===== src/rtl/slfp_pkg.sv =====
// Package for the sync/length frame parser.
// Holds parser phases, result kinds, register indexes and the result record.
// No dependencies.
package slfp_pkg;

  typedef enum logic [2:0] {
    PH_SYNC0 = 3'd0,
    PH_SYNC1 = 3'd1,
    PH_LEN0  = 3'd2,
    PH_LEN1  = 3'd3,
    PH_ID    = 3'd4,
    PH_PAY   = 3'd5,
    PH_HUNT0 = 3'd6,
    PH_HUNT1 = 3'd7
  } phase_t;

  localparam logic [2:0] KIND_PAYLOAD = 3'd0;
  localparam logic [2:0] KIND_IDONLY  = 3'd1;
  localparam logic [2:0] KIND_EMPTY   = 3'd2;
  localparam logic [2:0] KIND_BADSYNC = 3'd3;
  localparam logic [2:0] KIND_BADLEN  = 3'd4;

  localparam int unsigned CFG_IDX_W  = 2;
  localparam int unsigned CFG_DATA_W = 16;

  localparam logic [CFG_IDX_W-1:0] CFG_SYNC_FIRST  = 2'd0;
  localparam logic [CFG_IDX_W-1:0] CFG_SYNC_SECOND = 2'd1;
  localparam logic [CFG_IDX_W-1:0] CFG_MAX_LENGTH  = 2'd2;

  localparam logic [7:0]  SYNC_FIRST_RST  = 8'h28;
  localparam logic [7:0]  SYNC_SECOND_RST = 8'h06;
  localparam logic [15:0] MAX_LENGTH_RST  = 16'hFFFF;
  localparam logic [15:0] ID_BYTES        = 16'd4;

  typedef struct packed {
    logic [2:0]  kind;
    logic [31:0] msg_id;
    logic [7:0]  payload_byte;
    logic        last;
  } res_t;

  typedef struct packed {
    logic full;
    logic empty;
  } q_status_t;

endpackage


===== src/rtl/slfp_front.sv =====
// Front part: configuration registers and the per-byte parser state machine.
// Classifies each accepted byte and pushes at most one result into the queue.
// Depends on slfp_pkg.
module slfp_front (
  input  logic                            clk,
  input  logic                            rst_n,
  input  logic                            cfg_we,
  input  logic [slfp_pkg::CFG_IDX_W-1:0]  cfg_index,
  input  logic [slfp_pkg::CFG_DATA_W-1:0] cfg_wdata,
  input  logic                            in_valid,
  output logic                            in_stall,
  input  logic [7:0]                      in_data_byte,
  input  slfp_pkg::q_status_t             q_status,
  output logic                            push_valid,
  output slfp_pkg::res_t                  push_data
);

  logic [7:0]       sync_first_r;
  logic [7:0]       sync_second_r;
  logic [15:0]      max_length_r;
  slfp_pkg::phase_t phase_r, phase_nxt;
  logic [15:0]      len_r, len_nxt;
  logic [15:0]      cnt_r, cnt_nxt;
  logic [31:0]      id_r, id_nxt;

  logic        accept;
  logic        is_first;
  logic        is_second;
  logic [15:0] len_full;
  logic [15:0] cnt_inc;
  logic [31:0] id_merged;
  logic        len_bad;

  assign in_stall  = q_status.full;
  assign accept    = in_valid && !q_status.full;
  assign is_first  = (in_data_byte == sync_first_r);
  assign is_second = (in_data_byte == sync_second_r);
  assign len_full  = {in_data_byte, len_r[7:0]};
  assign cnt_inc   = cnt_r + 16'd1;
  assign id_merged = id_r | ({24'd0, in_data_byte} << {cnt_r[1:0], 3'b000});
  assign len_bad   = (len_full < slfp_pkg::ID_BYTES) || (len_full > max_length_r);

  always_ff @(posedge clk) begin
    if (!rst_n) begin
      sync_first_r  <= slfp_pkg::SYNC_FIRST_RST;
      sync_second_r <= slfp_pkg::SYNC_SECOND_RST;
      max_length_r  <= slfp_pkg::MAX_LENGTH_RST;
    end else if (cfg_we) begin
      case (cfg_index)
        slfp_pkg::CFG_SYNC_FIRST:  sync_first_r  <= cfg_wdata[7:0];
        slfp_pkg::CFG_SYNC_SECOND: sync_second_r <= cfg_wdata[7:0];
        slfp_pkg::CFG_MAX_LENGTH:  max_length_r  <= cfg_wdata;
        default: ;
      endcase
    end
  end

  always_ff @(posedge clk) begin
    if (!rst_n) begin
      phase_r <= slfp_pkg::PH_SYNC0;
      len_r   <= '0;
      cnt_r   <= '0;
      id_r    <= '0;
    end else if (accept) begin
      phase_r <= phase_nxt;
      len_r   <= len_nxt;
      cnt_r   <= cnt_nxt;
      id_r    <= id_nxt;
    end
  end

  // next state
  always_comb begin
    phase_nxt = phase_r;
    len_nxt   = len_r;
    cnt_nxt   = cnt_r;
    id_nxt    = id_r;
    case (phase_r)
      slfp_pkg::PH_SYNC0: begin
        phase_nxt = is_first ? slfp_pkg::PH_SYNC1 : slfp_pkg::PH_HUNT0;
      end
      slfp_pkg::PH_SYNC1: begin
        if (is_second) phase_nxt = slfp_pkg::PH_LEN0;
        else if (is_first) phase_nxt = slfp_pkg::PH_HUNT1;
        else phase_nxt = slfp_pkg::PH_HUNT0;
      end
      slfp_pkg::PH_HUNT0: begin
        if (is_first) phase_nxt = slfp_pkg::PH_HUNT1;
      end
      slfp_pkg::PH_HUNT1: begin
        if (is_second) phase_nxt = slfp_pkg::PH_LEN0;
        else if (is_first) phase_nxt = slfp_pkg::PH_HUNT1;
        else phase_nxt = slfp_pkg::PH_HUNT0;
      end
      slfp_pkg::PH_LEN0: begin
        len_nxt   = {8'd0, in_data_byte};
        phase_nxt = slfp_pkg::PH_LEN1;
      end
      slfp_pkg::PH_LEN1: begin
        len_nxt = len_full;
        cnt_nxt = '0;
        id_nxt  = '0;
        if (len_full == 16'd0 || len_bad) phase_nxt = slfp_pkg::PH_SYNC0;
        else phase_nxt = slfp_pkg::PH_ID;
      end
      slfp_pkg::PH_ID: begin
        id_nxt  = id_merged;
        cnt_nxt = cnt_inc;
        if (cnt_inc >= slfp_pkg::ID_BYTES) begin
          phase_nxt = (len_r <= slfp_pkg::ID_BYTES) ? slfp_pkg::PH_SYNC0 : slfp_pkg::PH_PAY;
        end
      end
      slfp_pkg::PH_PAY: begin
        cnt_nxt = cnt_inc;
        if (cnt_inc >= len_r) phase_nxt = slfp_pkg::PH_SYNC0;
      end
      default: phase_nxt = slfp_pkg::PH_SYNC0;
    endcase
  end

  // outputs
  always_comb begin
    push_valid             = 1'b0;
    push_data.kind         = slfp_pkg::KIND_PAYLOAD;
    push_data.msg_id       = '0;
    push_data.payload_byte = '0;
    push_data.last         = 1'b1;
    case (phase_r)
      slfp_pkg::PH_SYNC0: begin
        push_valid     = accept && !is_first;
        push_data.kind = slfp_pkg::KIND_BADSYNC;
      end
      slfp_pkg::PH_SYNC1: begin
        push_valid     = accept && !is_second;
        push_data.kind = slfp_pkg::KIND_BADSYNC;
      end
      slfp_pkg::PH_LEN1: begin
        push_valid     = accept && (len_full == 16'd0 || len_bad);
        push_data.kind = (len_full == 16'd0) ? slfp_pkg::KIND_EMPTY : slfp_pkg::KIND_BADLEN;
      end
      slfp_pkg::PH_ID: begin
        push_valid       = accept && (cnt_inc >= slfp_pkg::ID_BYTES) &&
                           (len_r <= slfp_pkg::ID_BYTES);
        push_data.kind   = slfp_pkg::KIND_IDONLY;
        push_data.msg_id = id_merged;
      end
      slfp_pkg::PH_PAY: begin
        push_valid             = accept;
        push_data.kind         = slfp_pkg::KIND_PAYLOAD;
        push_data.msg_id       = id_r;
        push_data.payload_byte = in_data_byte;
        push_data.last         = (cnt_inc >= len_r);
      end
      default: push_valid = 1'b0;
    endcase
  end

endmodule


===== src/rtl/slfp_queue.sv =====
// Short result queue between the parser and the output stage.
// Register array with wrap-around pointers and an occupancy count.
// Depends on slfp_pkg.
module slfp_queue #(
  parameter int unsigned DEPTH = 4
) (
  input  logic                clk,
  input  logic                rst_n,
  input  logic                push_valid,
  input  slfp_pkg::res_t      push_data,
  input  logic                pop,
  output slfp_pkg::res_t      pop_data,
  output slfp_pkg::q_status_t q_status
);

  localparam int unsigned PTR_W = (DEPTH > 1) ? $clog2(DEPTH) : 1;
  localparam int unsigned CNT_W = $clog2(DEPTH + 1);
  localparam logic [PTR_W-1:0] LAST_PTR = PTR_W'(DEPTH - 1);
  localparam logic [CNT_W-1:0] FULL_CNT = CNT_W'(DEPTH);

  slfp_pkg::res_t   mem_r [DEPTH];
  logic [PTR_W-1:0] wr_ptr_r, wr_ptr_nxt;
  logic [PTR_W-1:0] rd_ptr_r, rd_ptr_nxt;
  logic [CNT_W-1:0] count_r, count_nxt;
  logic             do_push;
  logic             do_pop;

  assign q_status.full  = (count_r == FULL_CNT);
  assign q_status.empty = (count_r == '0);
  assign do_push        = push_valid && !q_status.full;
  assign do_pop         = pop && !q_status.empty;
  assign pop_data       = mem_r[rd_ptr_r];

  always_comb begin
    wr_ptr_nxt = wr_ptr_r;
    rd_ptr_nxt = rd_ptr_r;
    count_nxt  = count_r;
    if (do_push) wr_ptr_nxt = (wr_ptr_r == LAST_PTR) ? '0 : wr_ptr_r + PTR_W'(1);
    if (do_pop) rd_ptr_nxt = (rd_ptr_r == LAST_PTR) ? '0 : rd_ptr_r + PTR_W'(1);
    if (do_push && !do_pop) count_nxt = count_r + CNT_W'(1);
    else if (do_pop && !do_push) count_nxt = count_r - CNT_W'(1);
  end

  always_ff @(posedge clk) begin
    if (!rst_n) begin
      wr_ptr_r <= '0;
      rd_ptr_r <= '0;
      count_r  <= '0;
    end else begin
      wr_ptr_r <= wr_ptr_nxt;
      rd_ptr_r <= rd_ptr_nxt;
      count_r  <= count_nxt;
    end
  end

  always_ff @(posedge clk) begin
    if (do_push) mem_r[wr_ptr_r] <= push_data;
  end

endmodule


===== src/rtl/slfp_back.sv =====
// Back part: output register that drains the queue onto the result channel.
// Holds a result while the receiver stalls.
// Depends on slfp_pkg.
module slfp_back (
  input  logic                clk,
  input  logic                rst_n,
  input  slfp_pkg::q_status_t q_status,
  input  slfp_pkg::res_t      pop_data,
  output logic                pop,
  output logic                out_valid,
  input  logic                out_stall,
  output logic [2:0]          out_kind,
  output logic signed [31:0]  out_msg_id,
  output logic [7:0]          out_payload_byte,
  output logic                out_last
);

  logic           valid_r, valid_nxt;
  slfp_pkg::res_t res_r;

  assign pop       = !q_status.empty && (!valid_r || !out_stall);
  assign valid_nxt = pop || (valid_r && out_stall);

  always_ff @(posedge clk) begin
    if (!rst_n) valid_r <= 1'b0;
    else valid_r <= valid_nxt;
  end

  always_ff @(posedge clk) begin
    if (pop) res_r <= pop_data;
  end

  assign out_valid        = valid_r;
  assign out_kind         = res_r.kind;
  assign out_msg_id       = res_r.msg_id;
  assign out_payload_byte = res_r.payload_byte;
  assign out_last         = res_r.last;

endmodule


===== src/rtl/sync_length_frame_parser.sv =====
// Top level of the sync/length frame parser: parser front, result queue, output stage.
// Depends on slfp_pkg, slfp_front, slfp_queue and slfp_back.
//
//   port group   direction  handshake             payload
//   in_*         in         in_valid / in_stall   in_data_byte
//   out_*        out        out_valid / out_stall out_kind, out_msg_id, out_payload_byte, out_last
//   cfg_*        in         cfg_we                cfg_index, cfg_wdata
//
// One byte is taken per cycle while in_stall is low; any result goes through the queue and the output register.
// The parser state machine sets that rate: every byte is classified in the cycle it arrives.
// rst_n is synchronous: phase, counters, queue and output valid clear, registers reload.
// in_stall rises only when the QUEUE_DEPTH-entry queue is full; out_stall backs up the queue.
module sync_length_frame_parser #(
  parameter int unsigned QUEUE_DEPTH = 4
) (
  input  logic                            clk,
  input  logic                            rst_n,
  input  logic                            cfg_we,
  input  logic [slfp_pkg::CFG_IDX_W-1:0]  cfg_index,
  input  logic [slfp_pkg::CFG_DATA_W-1:0] cfg_wdata,
  input  logic                            in_valid,
  output logic                            in_stall,
  input  logic [7:0]                      in_data_byte,
  output logic                            out_valid,
  input  logic                            out_stall,
  output logic [2:0]                      out_kind,
  output logic signed [31:0]              out_msg_id,
  output logic [7:0]                      out_payload_byte,
  output logic                            out_last
);

  slfp_pkg::q_status_t q_status;
  slfp_pkg::res_t      push_data;
  slfp_pkg::res_t      pop_data;
  logic                push_valid;
  logic                pop;

  slfp_front u_front (
    .clk          (clk),
    .rst_n        (rst_n),
    .cfg_we       (cfg_we),
    .cfg_index    (cfg_index),
    .cfg_wdata    (cfg_wdata),
    .in_valid     (in_valid),
    .in_stall     (in_stall),
    .in_data_byte (in_data_byte),
    .q_status     (q_status),
    .push_valid   (push_valid),
    .push_data    (push_data)
  );

  slfp_queue #(
    .DEPTH (QUEUE_DEPTH)
  ) u_queue (
    .clk        (clk),
    .rst_n      (rst_n),
    .push_valid (push_valid),
    .push_data  (push_data),
    .pop        (pop),
    .pop_data   (pop_data),
    .q_status   (q_status)
  );

  slfp_back u_back (
    .clk              (clk),
    .rst_n            (rst_n),
    .q_status         (q_status),
    .pop_data         (pop_data),
    .pop              (pop),
    .out_valid        (out_valid),
    .out_stall        (out_stall),
    .out_kind         (out_kind),
    .out_msg_id       (out_msg_id),
    .out_payload_byte (out_payload_byte),
    .out_last         (out_last)
  );

endmodule


===== config.mk =====
export PLATFORM = sky130hd
export DESIGN_NAME = sync_length_frame_parser
export DESIGN_NICKNAME = d
export VERILOG_FILES = /design/src/rtl/slfp_pkg.sv /design/src/rtl/slfp_front.sv /design/src/rtl/slfp_queue.sv /design/src/rtl/slfp_back.sv /design/src/rtl/sync_length_frame_parser.sv
export SDC_FILE = /design/constraint.sdc
export NUM_CORES = 1
export LEC_CHECK = 0
export BUFFER_PORTS_ARGS = -buffer_cell sky130_fd_sc_hd__buf_2
export CAP_MARGIN = 20
export CORE_MARGIN = 5
export CORE_UTILIZATION = 50
export CTS_CLUSTER_SIZE = 28
export DETAILED_ROUTE_END_ITERATION = 6
export PLACE_DENSITY = 0.67
export SYNTH_ARGS = -nofsm -noshare
export SYNTH_HDL_FRONTEND = slang
export SYNTH_SLANG_ARGS = --single-unit

===== constraint.sdc =====
create_clock -name clk -period 6 [get_ports clk]
set_input_delay 0.6 -clock clk [delete_from_list [all_inputs] [get_ports clk]]
set_output_delay 0.6 -clock clk [all_outputs]
set_load 0.005 [all_outputs]

======== Word-level counts from Yosys, hierarchy flattened ========
Memories as Yosys holds them, arrays and structs flattened. A register that Yosys moved wholly into a read port is not among the register bits.
Cells that the tools add are included.
W data, S select, Z words.
operators by class
  magnitude comparators ................... 5
  reductions and logical operators ........ 43
  $add $sub $neg .......................... 5
  multiplexer cells ....................... 23
  equal/unequal tests ..................... 17
  bitwise gates (word level) .............. 2
  shift-type cells ........................ 1
operator list
  operator                 count
  $pmux W32 S2             2
  $pmux W16 S2             2
  $or A32 B32 Y32          1
  $shl A8 B5 Y32           1
  $mux W3                  10
  $pmux W3 S7              1
  $add A16 B1 Y16 const B  1
  $eq A8 B8 Y1             2
  $ge A16 B16 Y1           1
  $ge A16 B3 Y1 const B    1
  $gt A16 B16 Y1           1
  $le A16 B3 Y1 const B    1
  $logic_not A16 Y1        1
  $lt A16 B3 Y1 const B    1
  $eq A3 B3 Y1 const B     5
  $logic_and A1 B1 Y1      12
  $reduce_and A2 Y1        6
  $mux W9                  1
  $pmux W3 S3              1
  $logic_not A1 Y1         8
  $reduce_bool A2 Y1       4
  $eq A2 B2 Y1 const B     3
  $eq A3 B2 Y1 const B     2
  $logic_not A3 Y1         2
  other kinds (15)         26
storage, ports and cells
  output and inout bits ................... 46
  bits in registers ....................... 107
  logic and storage cells ................. 109
  memories ................................ 1
  RAM bits ................................ 176
  input port bits ......................... 31
memory list
  name           depth  width  read ports  clocked after memory_dff  wr ports  RTL line          text
  u_queue.mem_r  4      44     1           1                         1         slfp_queue.sv:21  slfp_pkg::res_t mem_r [DEPTH];

======== Logic depth before layout (Yosys ltp) ========
Gate-level depths: netlist of the first run.
  depth after elaboration ................. 11
  mapped depth ............................ 15
  mapped depth without buffers ............ 15

======== By module ========
From an unflattened synthesis of the first run, not the netlist that was laid out.
second synthesis, totals
  cells, all modules ...................... 1039
  area, all modules ....................... 14009.7 um2
by module, submodules not included
  module      instances  cells each  area each (um2)  seq. area each (um2)
  slfp_queue  1          281         6887.9           5465.2
  slfp_front  1          710         5760.5           1981.9
  slfp_back   1          48          1361.3           1341.3

======== Worst setup path before layout of the first run ========
OpenSTA, ideal clock, no wires.
  kind .................................... input -> register
  from .................................... input port in_data_byte[7]
  to ...................................... memory u_queue.mem_r[3][0] (netlist bit) (enable)
  data arrival time ....................... 2.986 ns
  stages on the path ...................... 8
  buffers on the path ..................... 0
  path slack .............................. 2.608 ns
  data required time ...................... 5.594 ns
  path through ............................ ha_1 nand4_1 a2111o_1 a31oi_1 o21ba_2 a211oi_4 inv_2 and2_1
between the ends
  cells in the longest elaborated chain, start to end .. 8
  elaborated cells on any way between the ends .. 16
RTL lines
  item                                                    RTL line                        text
  start, declared                                         sync_length_frame_parser.sv:23  input logic [7:0] in_data_byte,
  $lt A16 B3 Y1 / $gt A16 B16 Y1 (equally long branches)  slfp_front.sv:41                assign len_bad = (len_full < slfp_pkg::ID_BYTES) || (len_full > max_length_r);
  $logic_or A1 B1 Y1                                      slfp_front.sv:41
  $logic_or A1 B1 Y1                                      slfp_front.sv:138               push_valid = accept && (len_full == 16'd0 || len_bad);
  $logic_and A1 B1 Y1                                     slfp_front.sv:138
  $pmux W1 S5 (*)                                         slfp_front.sv:128               case (phase_r)
  $logic_and A1 B1 Y1 (*)                                 slfp_queue.sv:30                assign do_push = push_valid && !q_status.full;
  net u_queue.do_push                                     slfp_queue.sv:25                logic do_push;
  $mux W1 (*)                                             slfp_queue.sv:57                if (do_push) mem_r[wr_ptr_r] <= push_data;
  $mux W1 (not written as such) (*)                       slfp_queue.sv:57
  end, declared                                           slfp_queue.sv:21
Mark *: on every way through the listed nets, which the timed path passes. The rest lies on a longest branch.

======== Worst setup path after layout of the first run ========
  from .................................... register u_front.cnt_r[0]
  to ...................................... register u_front.phase_r[0]
between the ends
  cells in the longest elaborated chain, start to end .. 4
  elaborated cells on any way between the ends .. 6
RTL lines
  item                                                    RTL line                              text
  start, declared                                         slfp_front.sv:23                      logic [15:0] cnt_r, cnt_nxt;
  start signal, assigned                                  slfp_front.sv:67                      cnt_r <= cnt_nxt;
  $add A16 B1 Y16 (*)                                     slfp_front.sv:39                      assign cnt_inc = cnt_r + 16'd1;
  $ge A16 B3 Y1 / $ge A16 B16 Y1 (equally long branches)  slfp_front.sv:109, slfp_front.sv:115
  $ne A2 B1 Y1 (no source line)                           n/a
  $reduce_and A4 Y1 (no source line) (*)                  n/a
  end signal, assigned                                    slfp_front.sv:60                      phase_r <= slfp_pkg::PH_SYNC0;
  end signal, assigned                                    slfp_front.sv:65                      phase_r <= phase_nxt;
  end, declared                                           slfp_front.sv:21                      slfp_pkg::phase_t phase_r, phase_nxt;
Mark *: on every way between the ends. The rest lies on a longest branch, timed or not.
A chain may end at the register's enable or synchronous reset.

==> results.py, run 1 <==
metrics = {
    "timing": {
        "period_needed_ns": 4.01,
        "post-route-period-util": 0.668,
        "slew_viol_final": 0,
        "timing.fmax_ghz": 0.249,
        "tightest_slew_ns": 0.978,
        "hold_violations": 0,
        "finalSetupTns_ns": 0,
        "skew_ns": 0.0124,
        "slew_headroom": 0.342,
        "final-setup-viol-count": 0,
        "rsz0062_at_grt": "false",
    },
    "finish": {
        "nFillCells": 2167,
        "diodes": 0,
        "fin_util": 0.573,
        "fin_area_um2": 15500,
        "nets": 1182,
        "syn2layout_area_growth_pct": 12.5,
        "layout-drive-gt1-share": 0.180,
    },
    "global_routing": {
        "overflow": 0,
        "grt_usage": 0.183,
        "antenna_found_initial": 0,
        "first_global_vias": 8473,
        "grt_max_degree": 48,
        "grt_pass1_wl_um": 45200,
    },
    "synthesis": {
        "synth_area_leaders": "edfxtp_1 48%, dfxtp_1 16%, mux4_2 7.2%, ha_1 3.5%, nand2_1 3.0%",
        "ys_warn_count": 0,
        "yosysTopAreaCell": "edfxtp_1",
        "synth_adder_area_share": 0.0369,
        "synth_compound_gate_area_share": 0.0879,
        "async_reset_ff_frac": 0,
        "yosys-mux-area-fraction": 0.0873,
        "syn_area_um2": 13800,
        "syn_nets": 1121,
        "synth_seq_area_share": 0.636,
        "synth_cells": 1050,
        "synth_top_family_by_area": "simple AND/OR/NAND/NOR gates",
        "synth_top_area_frac": 0.480,
        "syn_avg_cell_area_um2": 13.1,
        "synth_edf_count": 220,
        "ys_ff_latch": 327,
        "synth_ff_type": "edfxtp_1",
        "synth_cell_types": 69,
        "synth-simple-area-share": 0.0968,
        "synth_xor_area_frac": 0.0229,
    },
    "setup_path": {
        "required_ns": 6.40,
        "start_kind": "flop",
        "cp-end-kind": "flop",
        "cp_max_fo": 12,
        "worstSetupPathType": "flop to flop",
        "arrival_ns": 4.41,
        "r2r_setup_slack_ns": 1.99,
    },
    "place": {
        "hpwl_um": 18300,
        "place.gp.congestion": 0.805,
        "dpl_cell_area_um2": 14400,
        "io_buffer_count": 76,
    },
    "drt": {
        "drcViolationCount": 0,
        "wl_met1_um": 12300,
        "route.met3.wl_um": 1290,
        "wirelength_um": 28200,
        "wl_met2_um": 13900,
        "drtAntennaViolNets": 0,
        "avgViaCountPerCell": 5.64,
        "vias": 8313,
        "routedWlPerCell_um": 19.1,
        "dr.pass1.iters": 5,
        "routed.top_layer": "met4",
        "drtIter0Drc": 474,
    },
    "clock_tree": {
        "cts.sinks": 327,
        "clk_pin_slew_ns": 0.06,
        "cts_resized": 0,
        "clock_latency_ns": 0.51,
        "htreeDepth": 2,
        "cts_setup_buffers": 0,
        "numCtsBuffers": 34,
        "cts_hold_buffers": 0,
        "cts_root_buf": "clkbuf_16",
        "clk_path_buf_depth": 3,
        "cts_tree": "built",
    },
    "floorplanning": {
        "die_w_um": 176,
        "die_height_um": 176,
        "ios": 77,
        "start_util": 0.509,
        "rows": 60,
        "core-area_um2": 27000,
        "dieArea_um2": 30900,
    },
    "worst_hold_path": {
        "hold_class": "input pin to flop",
    },
    "outcome": {
        "outcome": "finished clean",
    },
    "power": {
        "ir_worst_vdd_mv": 0.249,
        "cellLeakagePower_nw": 5.63,
        "power.density_nw_per_um2": 392,
    },
    "run": {
        "maxCapViolations": 0,
    },
}
[worst paths after layout]
kind | endpoint | depth (start not counted) | startpoint
worst min-delay path | u_front.max_length_r[14] | 3 | cfg_wdata[14]
worst max register to register | u_front.phase_r[0] | 13 | u_front.cnt_r[0]
worst min register to register | u_front.id_r[16] | 2 | u_front.id_r[16]
worst max-delay path | u_front.phase_r[0] | 13 | u_front.cnt_r[0]
[metal layers]
metal	GRT usage	vias up
li1	-	3996
met1	0.247	4072
met2	0.308	198
met3	0.0293	47
met4	0.0578	0
met5	0	-
[sequential cells by signal, indices dropped and copies added, names as in the netlist]
name,cells
u_back.out_kind,3
u_back.out_valid,1
u_front.max_length_r,16
u_front.sync_first_r,8
u_back.out_payload_byte,8
u_queue.count_r,3
u_queue.mem_r,176
u_back.out_msg_id,32
u_queue.wr_ptr_r,2
u_front.phase_r,3
u_front.cnt_r,16
u_front.id_r,32
u_front.len_r,16
u_queue.rd_ptr_r,2
u_front.sync_second_r,8
u_back.out_last,1
[power by group]
part	total, mW	switching (mW)	internal (mW)
Sequential	3.01	0.201	2.81
Clock	2.03	0.830	1.20
Combinational	1.02	0.526	0.489
[cells by family after synthesis]
family / count (synthesis)
flops: 327
simple gates: 279
compound gates: 198
buf+inv: 105
mux: 65
fa+ha+maj: 40
xor+xnor: 36
[critical path, stage by stage (launching register included)]
cell and delay [ns]:
dfxtp_1 0.58, ha_1 0.42, and3_4 0.27, nand4_1 0.23, nor2_1 0.28, xor2_1 0.12
ha_1 0.31, nand3_1 0.11, nor2_1 0.10, a2111oi_0 0.07, o21a_1 0.12, o31ai_1 0.81
o211ai_1 0.19, a221oi_1 0.31
[final cells by class]
cell class              instances  area, µm²  share of cell area
flip-flops and latches        327       8750               0.566
multi-input cells             618       4570               0.295
clock buffers                  38        897              0.0580
clock inverters                21        184              0.0119
well taps                     341        427              0.0276
repair buffers                 87        480              0.0311
inverters                      43        161              0.0104
[cells in the final DEF, fill, tap and decap left out, drive strengths merged, types with 3 or more instances in the layout]
cell     Yosys  layout
nand4       14      14
edfxtp     220     220
buf         22      86
dfxtp      107     107
o31ai        8       8
mux4        44      44
and4         4       4
nor3        11      11
and2        16      16
nor2b        3       3
xnor2       28      28
and3         4       4
a31oi        5       5
xor2         8       8
inv         43      44
a22o         4       4
a211oi       4       4
nor2        72      72
nand2      110     110
ha          39      39
bufinv       0       3
mux2i       21      21
nand3       18      18
o211ai      20      20
clkbuf      40      39
nand2b       5       5
nor3b        4       4
clkinv       0      17
a21oi       69      69
o21ai       66      66
a21o         3       3
a2111oi      3       3
or3          7       7
nor4         4       4
[synthesized netlist by cell type (3+ instances only)]
cell type	instances
a211oi_1	3
a22o_1	4
dfxtp_1	107
and2_1	15
buf_1	8
and3_1	3
xor2_1	8
clkbuf_1	40
nand2b_1	5
edfxtp_1	220
mux2i_1	21
buf_4	7
a21o_1	3
nand4_1	14
nor3_1	9
nor2b_1	3
ha_1	39
and4_1	3
a31oi_1	4
a21oi_1	69
o31ai_1	8
nand2_1	109
nor4_1	3
o21ai_0	65
inv_1	42
nand3_1	16
nor2_1	72
o211ai_1	20
xnor2_1	28
or3_1	6
buf_2	5
mux4_2	44
[per-stage QoR]
stage	hold slack [ns]	power [mW]	std cells	setup WS, ns
final	0.322	6.06	1475	1.99
after global routing	0.318	6.36	1475	1.69
after CTS	0.307	6.16	1474	2.08
after detailed placement	0.443	4.11	1415	2.10
after global placement	0.434	4.09	1415	2.13
after floorplan	0.426	3.71	1050	2.61
Note: power is estimated with default switching activity, not from simulation.
==> inputs of run 2 (changes only) <==
Settings changed: ABC_AREA set to 1, PLACE_DENSITY 0.67 to 0.7.
Clock period 6 ns to 3.4 ns, I/O delays scaled along.
==> run 2 against run 1 <==
  * Combinational power rose to 2.9 times the previous value
  * Sequential share of layout area down 2.7 points
  * Routed wire length grew 11%
  * Largest power group unchanged
  * Fmax is 33% higher
  * First-iteration DRC count up 54%
  * Largest cell class unchanged
  * Clock-buffer cell count rose by 6
  * Die area is 4.0% higher
  * Register-to-register slack lost 1.6 ns
  * Sequential power up 79%
  * Clock skew grew 0.0056 ns
  * Cell area rose by 5.0%
==> results.py, run 2 <==
metrics = {
    "timing": {
        "slew_viol_final": 0,
        "hold_ws_ns": 0.0460,
        "rsz0062_at_grt": "false",
        "slew_headroom": 0.308,
        "final-setup-viol-count": 0,
        "post-route-period-util": 0.885,
        "hold_violations": 0,
        "timing.fmax_ghz": 0.332,
        "setup_ws_ns": 0.390,
        "skew_ns": 0.0180,
        "period_needed_ns": 3.01,
        "tightest_slew_ns": 1.04,
    },
    "clock_tree": {
        "cts_root_buf": "clkbuf_16",
        "clk_path_buf_depth": 3,
        "clk_pin_slew_ns": 0.06,
        "cts_resized": 0,
        "htreeDepth": 2,
        "cts.sinks": 327,
        "cts_setup_buffers": 0,
        "cts_hold_buffers": 0,
        "numCtsBuffers": 35,
        "clock_latency_ns": 0.52,
        "cts_tree": "built",
    },
    "synthesis": {
        "synth_seq_area_share": 0.610,
        "async_reset_ff_frac": 0,
        "yosysMostFrequentCell": "nand2_1",
        "synth_area_leaders": "edfxtp_1 46%, dfxtp_1 15%, nand2_1 5.8%, o21ai_0 5.4%, nor2_1 4.7%",
        "ys_top_cells_by_count": "223 x nand2_1, 220 x edfxtp_1, 178 x nor2_1, 155 x o21ai_0, 124 x inv_1",
        "syn_nets": 1521,
        "synth_cell_types": 44,
        "ys_ff_latch": 327,
        "syn_area_um2": 14300,
        "synth_ff_type": "edfxtp_1",
        "yosysTopAreaCell": "edfxtp_1",
        "syn_avg_cell_area_um2": 9.89,
        "synth_edf_count": 220,
        "synth_top_area_frac": 0.461,
        "ys_warn_count": 0,
        "synth_cells": 1450,
    },
    "floorplanning": {
        "start_util": 0.502,
        "die_height_um": 179,
        "rows": 62,
        "dieArea_um2": 32200,
        "core-area_um2": 28500,
        "ios": 77,
        "die_w_um": 179,
    },
    "worst_hold_path": {
        "min_path_cells": 3,
        "hold_class": "input pin to flop",
        "min_delay_worst_endpoint": "u_front.max_length_r[14]",
        "hp-start": "cfg_wdata[14]",
    },
    "finish": {
        "layout_common_cells": "223 x nand2_1, 220 x edfxtp_1, 174 x nor2_1, 155 x o21ai_0, 123 x inv_1",
        "layout_commonest_cell": "nand2_1",
        "diodes": 0,
        "largest_reg_flops": 176,
        "nets": 1585,
        "top_register": "u_queue.mem_r",
        "layout-drive-gt1-share": 0.124,
        "fin_area_um2": 16200,
        "syn2layout_area_growth_pct": 13.3,
    },
    "setup_path": {
        "cp-end-kind": "flop",
        "arrival_ns": 3.41,
        "start_kind": "flop",
        "required_ns": 3.80,
        "r2r-end": "u_queue.count_r[2]",
        "cp_max_fo": 19,
        "rr_worst_depth": 20,
        "r2r_start": "u_front.cnt_r[1]",
        "r2r_setup_slack_ns": 0.39,
        "worstSetupPathType": "flop to flop",
    },
    "global_routing": {
        "grt_max_degree": 91,
        "grt_usage": 0.195,
        "overflow": 0,
        "grt_pass1_wl_um": 50000,
        "antenna_found_initial": 0,
        "first_global_vias": 9659,
    },
    "drt": {
        "wirelength_um": 31300,
        "vias": 10200,
        "routedWlPerCell_um": 16.3,
        "avgViaCountPerCell": 5.31,
        "dr.pass1.iters": 5,
        "drcViolationCount": 0,
        "drtIter0Drc": 730,
        "drtAntennaViolNets": 0,
    },
    "power": {
        "ir_worst_vdd_mv": 0.492,
        "cellLeakagePower_nw": 6.06,
        "power.total_mw": 12.0,
        "power.density_nw_per_um2": 736,
    },
    "place": {
        "dpl_cell_area_um2": 15200,
        "io_buffer_count": 76,
        "place_ws_ns": 0.320,
        "place.gp.congestion": 0.840,
        "hpwl_um": 20500,
    },
    "run": {
        "maxCapViolations": 0,
    },
    "outcome": {
        "outcome": "finished clean",
    },
}
==> run 2: changes by cell type after synthesis, moves of 10 or more <==
cell	previous run	this run
nor2_1	72	178
and2_1	15	1
nand3_1	16	54
a21oi_1	69	101
o21ai_0	65	155
mux2i_1	21	0
mux4_2	44	0
o22ai_1	1	44
xnor2_1	28	18
inv_1	42	124
nand2_1	109	223
o21bai_1	0	18
clkbuf_1	40	54
==> run 2: worst max-delay path, cell delays in order, from the launching register on <==
cell and delay [ns]:
dfxtp_1 0.33, buf_4 0.23, nand3_2 0.16, nor2_1 0.22, nand3_1 0.10, nand2_1 0.07
nand2_1 0.07, nand3_1 0.12, nor2_4 0.05, nand3_2 0.08, nand2_2 0.07, nand2_2 0.11
nand2_2 0.16, inv_1 0.09, ha_1 0.13, inv_1 0.06, fa_1 0.38, a21oi_1 0.14
o21ai_0 0.11, o21ai_0 0.15, a21oi_1 0.05
==> run 2: through the flow <==
step,setup TNS (ns),cells,util
CTS,0,1923,0.569
floorplan,-70.06,1450,-
global route,0,1923,0.569
global placement,0,1861,0.531
finish,0,1923,0.569
detailed placement,0,1861,0.531
==> run 2: layout make-up <==
class                      instances  area [µm²]
clock inverter                    18         179
clock buffer                      44         910
fill                            2510       12300
inverter                         134         503
tap                              384         480
multi-input combinational        915        4800
sequential                       327        8750
timing repair buffer             101         618
==> run 2: per-layer routing <==
layer	track usage	routed length [µm]
met1	0.264	13900
met2	0.329	15100
met3	0.0361	1720
met4	0.0479	531
met5	0	0
==> run 2: worst max-delay path by stage <==
| stage | start | to | slack, ns |
|---|---|---|---|
| 2_1_floorplan | u_front.cnt_r[0] | u_queue.mem_r[0][0] | -0.40 |
| 4_1_cts | u_front.cnt_r[1] | u_queue.count_r[2] | 0.38 |
| 6_report | u_front.cnt_r[1] | u_queue.count_r[2] | 0.39 |
| 3_5_place_dp | in_data_byte[7] | u_queue.count_r[2] | 0.32 |
| 3_3_place_gp | in_data_byte[7] | u_queue.count_r[2] | 0.36 |
| 5_1_grt | u_front.cnt_r[1] | u_queue.count_r[2] | 0.10 |
==> run 2: kinds of logic (layout without fill, tap and decap cells) <==
group / count (synthesis) / after routing / synth area share
buffers and inverters: 208 / 297 / 0.0575
xor gates and xnor gates: 21 / 21 / 0.0133
AOI/OAI and AO/OA: 345 / 345 / 0.132
and+or+nand+nor: 509 / 509 / 0.152
DFF: 327 / 327 / 0.610
adders and majority gates: 40 / 40 / 0.0354
==> run 2: report_power, final <==
part / leakage [nW] / total, mW / switching, mW / internal [mW]
clock network: 0.527 / 3.62 / 1.49 / 2.14
logic: 2.60 / 2.93 / 2.02 / 0.916
registers: 2.94 / 5.40 / 0.237 / 5.16
total: 6.06 / 12.0 / 3.74 / 8.21
==> inputs of run 3 (changes only) <==
Settings changed: CELL_PAD_IN_SITES_DETAIL_PLACEMENT set to 1, CELL_PAD_IN_SITES_GLOBAL_PLACEMENT set to 1, CORE_UTILIZATION 50 to 43, PLACE_DENSITY 0.7 to unset, PLACE_DENSITY_LB_ADDON set to 0.1.
==> run 3 against run 2 <==
  * Sequential cell count unchanged
  * Fmax rose by 1.8%
  * Critical path depth down 5
  * Non-clock buffer count increased by 2
  * Hold slack worse by 0.012 ns
  * Clock power increased by 6.1%
  * Register-to-register slack gained 0.05 ns
  * Routed wire length grew 20%
  * Largest cell class unchanged
==> results.py, run 3 (same netlist as run 2, synthesis figures left out) <==
metrics = {
    "outcome": {
        "outcome": "finished clean",
    },
    "place": {
        "dpl.cell_count": 1921,
        "hpwl_um": 25200,
        "dpl_cell_area_um2": 15200,
        "place.gp.congestion": 0.828,
        "io_buffer_count": 76,
        "place_ws_ns": 0.305,
    },
    "drt": {
        "drtAntennaViolNets": 0,
        "dr.pass1.iters": 4,
        "avgViaCountPerCell": 5.27,
        "drcViolationCount": 0,
        "drtIter0Drc": 547,
        "routedWlPerCell_um": 18.9,
        "vias": 10500,
        "wirelength_um": 37500,
    },
    "clock_tree": {
        "clk_pin_slew_ns": 0.06,
        "clock_latency_ns": 0.53,
        "cts_setup_buffers": 0,
        "cts_tree": "built",
        "cts_root_buf": "clkbuf_16",
        "cts_resized": 0,
        "numCtsBuffers": 37,
        "cts.sinks": 327,
        "cts_hold_buffers": 0,
        "htreeDepth": 2,
        "clk_path_buf_depth": 3,
    },
    "finish": {
        "largest_reg_flops": 176,
        "layout_commonest_cell": "nand2_1",
        "syn2layout_area_growth_pct": 14.4,
        "finalNonFillerCells": 1987,
        "nets": 1589,
        "layout-drive-gt1-share": 0.127,
        "diodes": 0,
        "top_register": "u_queue.mem_r",
        "fin_area_um2": 16400,
        "layout_common_cells": "223 x nand2_1, 220 x edfxtp_1, 174 x nor2_1, 155 x o21ai_0, 123 x inv_1",
        "nFillCells": 3662,
        "fin_util": 0.502,
    },
    "setup_path": {
        "crit_path_cell_trace": "buf_4 -> nand3_2 -> nor2_1 -> nand4_1 -> nand2_1 -> inv_1 -> ha_1 -> a21oi_1 -> o21ai_0 -> a21oi_1 -> nand4_1 -> nand3_2 -> nand2_1 -> nand2_1 -> nor2_1",
        "required_ns": 3.82,
        "worstSetupPathType": "flop to flop",
        "cp_slowest_cell": "nand4_1",
        "cpMostUsedCell": "nand2_1",
        "worst_path_largest_cell_delay_ns": 0.43,
        "arrival_ns": 3.38,
        "cp_max_fo": 20,
        "start_kind": "flop",
        "cp-end-kind": "flop",
    },
    "timing": {
        "finalSetupTns_ns": 0,
        "skew_ns": 0.0218,
        "timing.fmax_ghz": 0.338,
        "rsz0062_at_grt": "false",
        "hold_ws_ns": 0.0342,
        "slew_headroom": 0.353,
        "period_needed_ns": 2.96,
        "post-route-period-util": 0.870,
        "slew_viol_final": 0,
        "final-setup-viol-count": 0,
        "setup_ws_ns": 0.443,
        "tightest_slew_ns": 0.966,
        "hold_violations": 0,
    },
    "power": {
        "power.total_mw": 12.3,
        "cellLeakagePower_nw": 6.12,
        "switching_share": 0.321,
        "p_sw_mw": 3.96,
        "p_int_mw": 8.38,
        "clock_power_share": 0.311,
        "power.density_nw_per_um2": 752,
        "p_seq_frac": 0.437,
        "ir_worst_vdd_mv": 0.473,
        "comb_power_share": 0.252,
    },
    "floorplanning": {
        "rows": 66,
        "dieArea_um2": 37100,
        "ios": 77,
        "die_w_um": 193,
        "die_height_um": 193,
        "core-area_um2": 32700,
        "start_util": 0.439,
    },
    "global_routing": {
        "grt_usage": 0.202,
        "first_global_vias": 10700,
        "grt_max_degree": 91,
        "overflow": 0,
        "antenna_found_initial": 0,
        "grt_pass1_wl_um": 58900,
    },
    "run": {
        "maxCapViolations": 0,
    },
    "worst_hold_path": {
        "hold_class": "input pin to flop",
    },
}
[run 3: cell types whose count changed in the layout (fill, tap and decap cells not counted), moves of 2 or more]
cell	before	now
clkbuf_16	35	38
inv_6	3	1
clkbuf_8	0	3
buf_4	21	24
clkbuf_1	9	11
[run 3: cell type report]
| type | instances | area (µm²) | area share |
|---|---|---|---|
| multi-input cells | 915 | 4800 | 0.293 |
| well taps | 442 | 553 | 0.0337 |
| repair buffers | 103 | 621 | 0.0378 |
| clock buffers | 52 | 1030 | 0.0630 |
| inverters | 134 | 503 | 0.0307 |
| flip-flops and latches | 327 | 8750 | 0.533 |
| clock inverters | 14 | 146 | 0.00892 |
[run 3: worst max-delay path: cells and delay by family, from the launching register on]
family / cells / cell delay (ns)
AO/OA/AOI/OAI: 3 / 0.36
adder cells (fa/ha/maj): 1 / 0.29
buffers and inverters: 2 / 0.30
flip-flops: 1 / 0.32
AND/OR/NAND/NOR: 9 / 1.58
[run 3: per-layer routing]
metal,vias to the layer above,track usage,routed length [µm]
met4,0,0.0378,469
met2,145,0.353,18600
met1,5174,0.271,17200
li1,5114,-,-
met3,35,0.0273,1160
met5,-,0,0
[run 3: power groups by stage]
stage | combinational [mW] | sequential [mW] | clock [mW]
3_3_place_gp | 3.06 | 5.45 | 0
3_5_place_dp | 3.16 | 5.49 | 0
6_report | 3.11 | 5.40 | 3.84
2_1_floorplan | 1.89 | 5.49 | 0
4_1_cts | 3.17 | 5.41 | 3.94
5_1_grt | 3.48 | 5.46 | 4.13
[run 3: worst paths after layout]
| check | startpoint | endpoint | slack (ns) | cells past startpoint |
|---|---|---|---|---|
| setup / recovery | u_front.cnt_r[0] | u_front.phase_r[2] | 0.44 | 15 |
| hold / removal | cfg_wdata[13] | u_front.max_length_r[13] | 0.03 | 3 |
| setup reg to reg | u_front.cnt_r[0] | u_front.phase_r[2] | 0.44 | 15 |
| hold reg to reg | u_front.id_r[22] | u_front.id_r[22] | 0.46 | 2 |
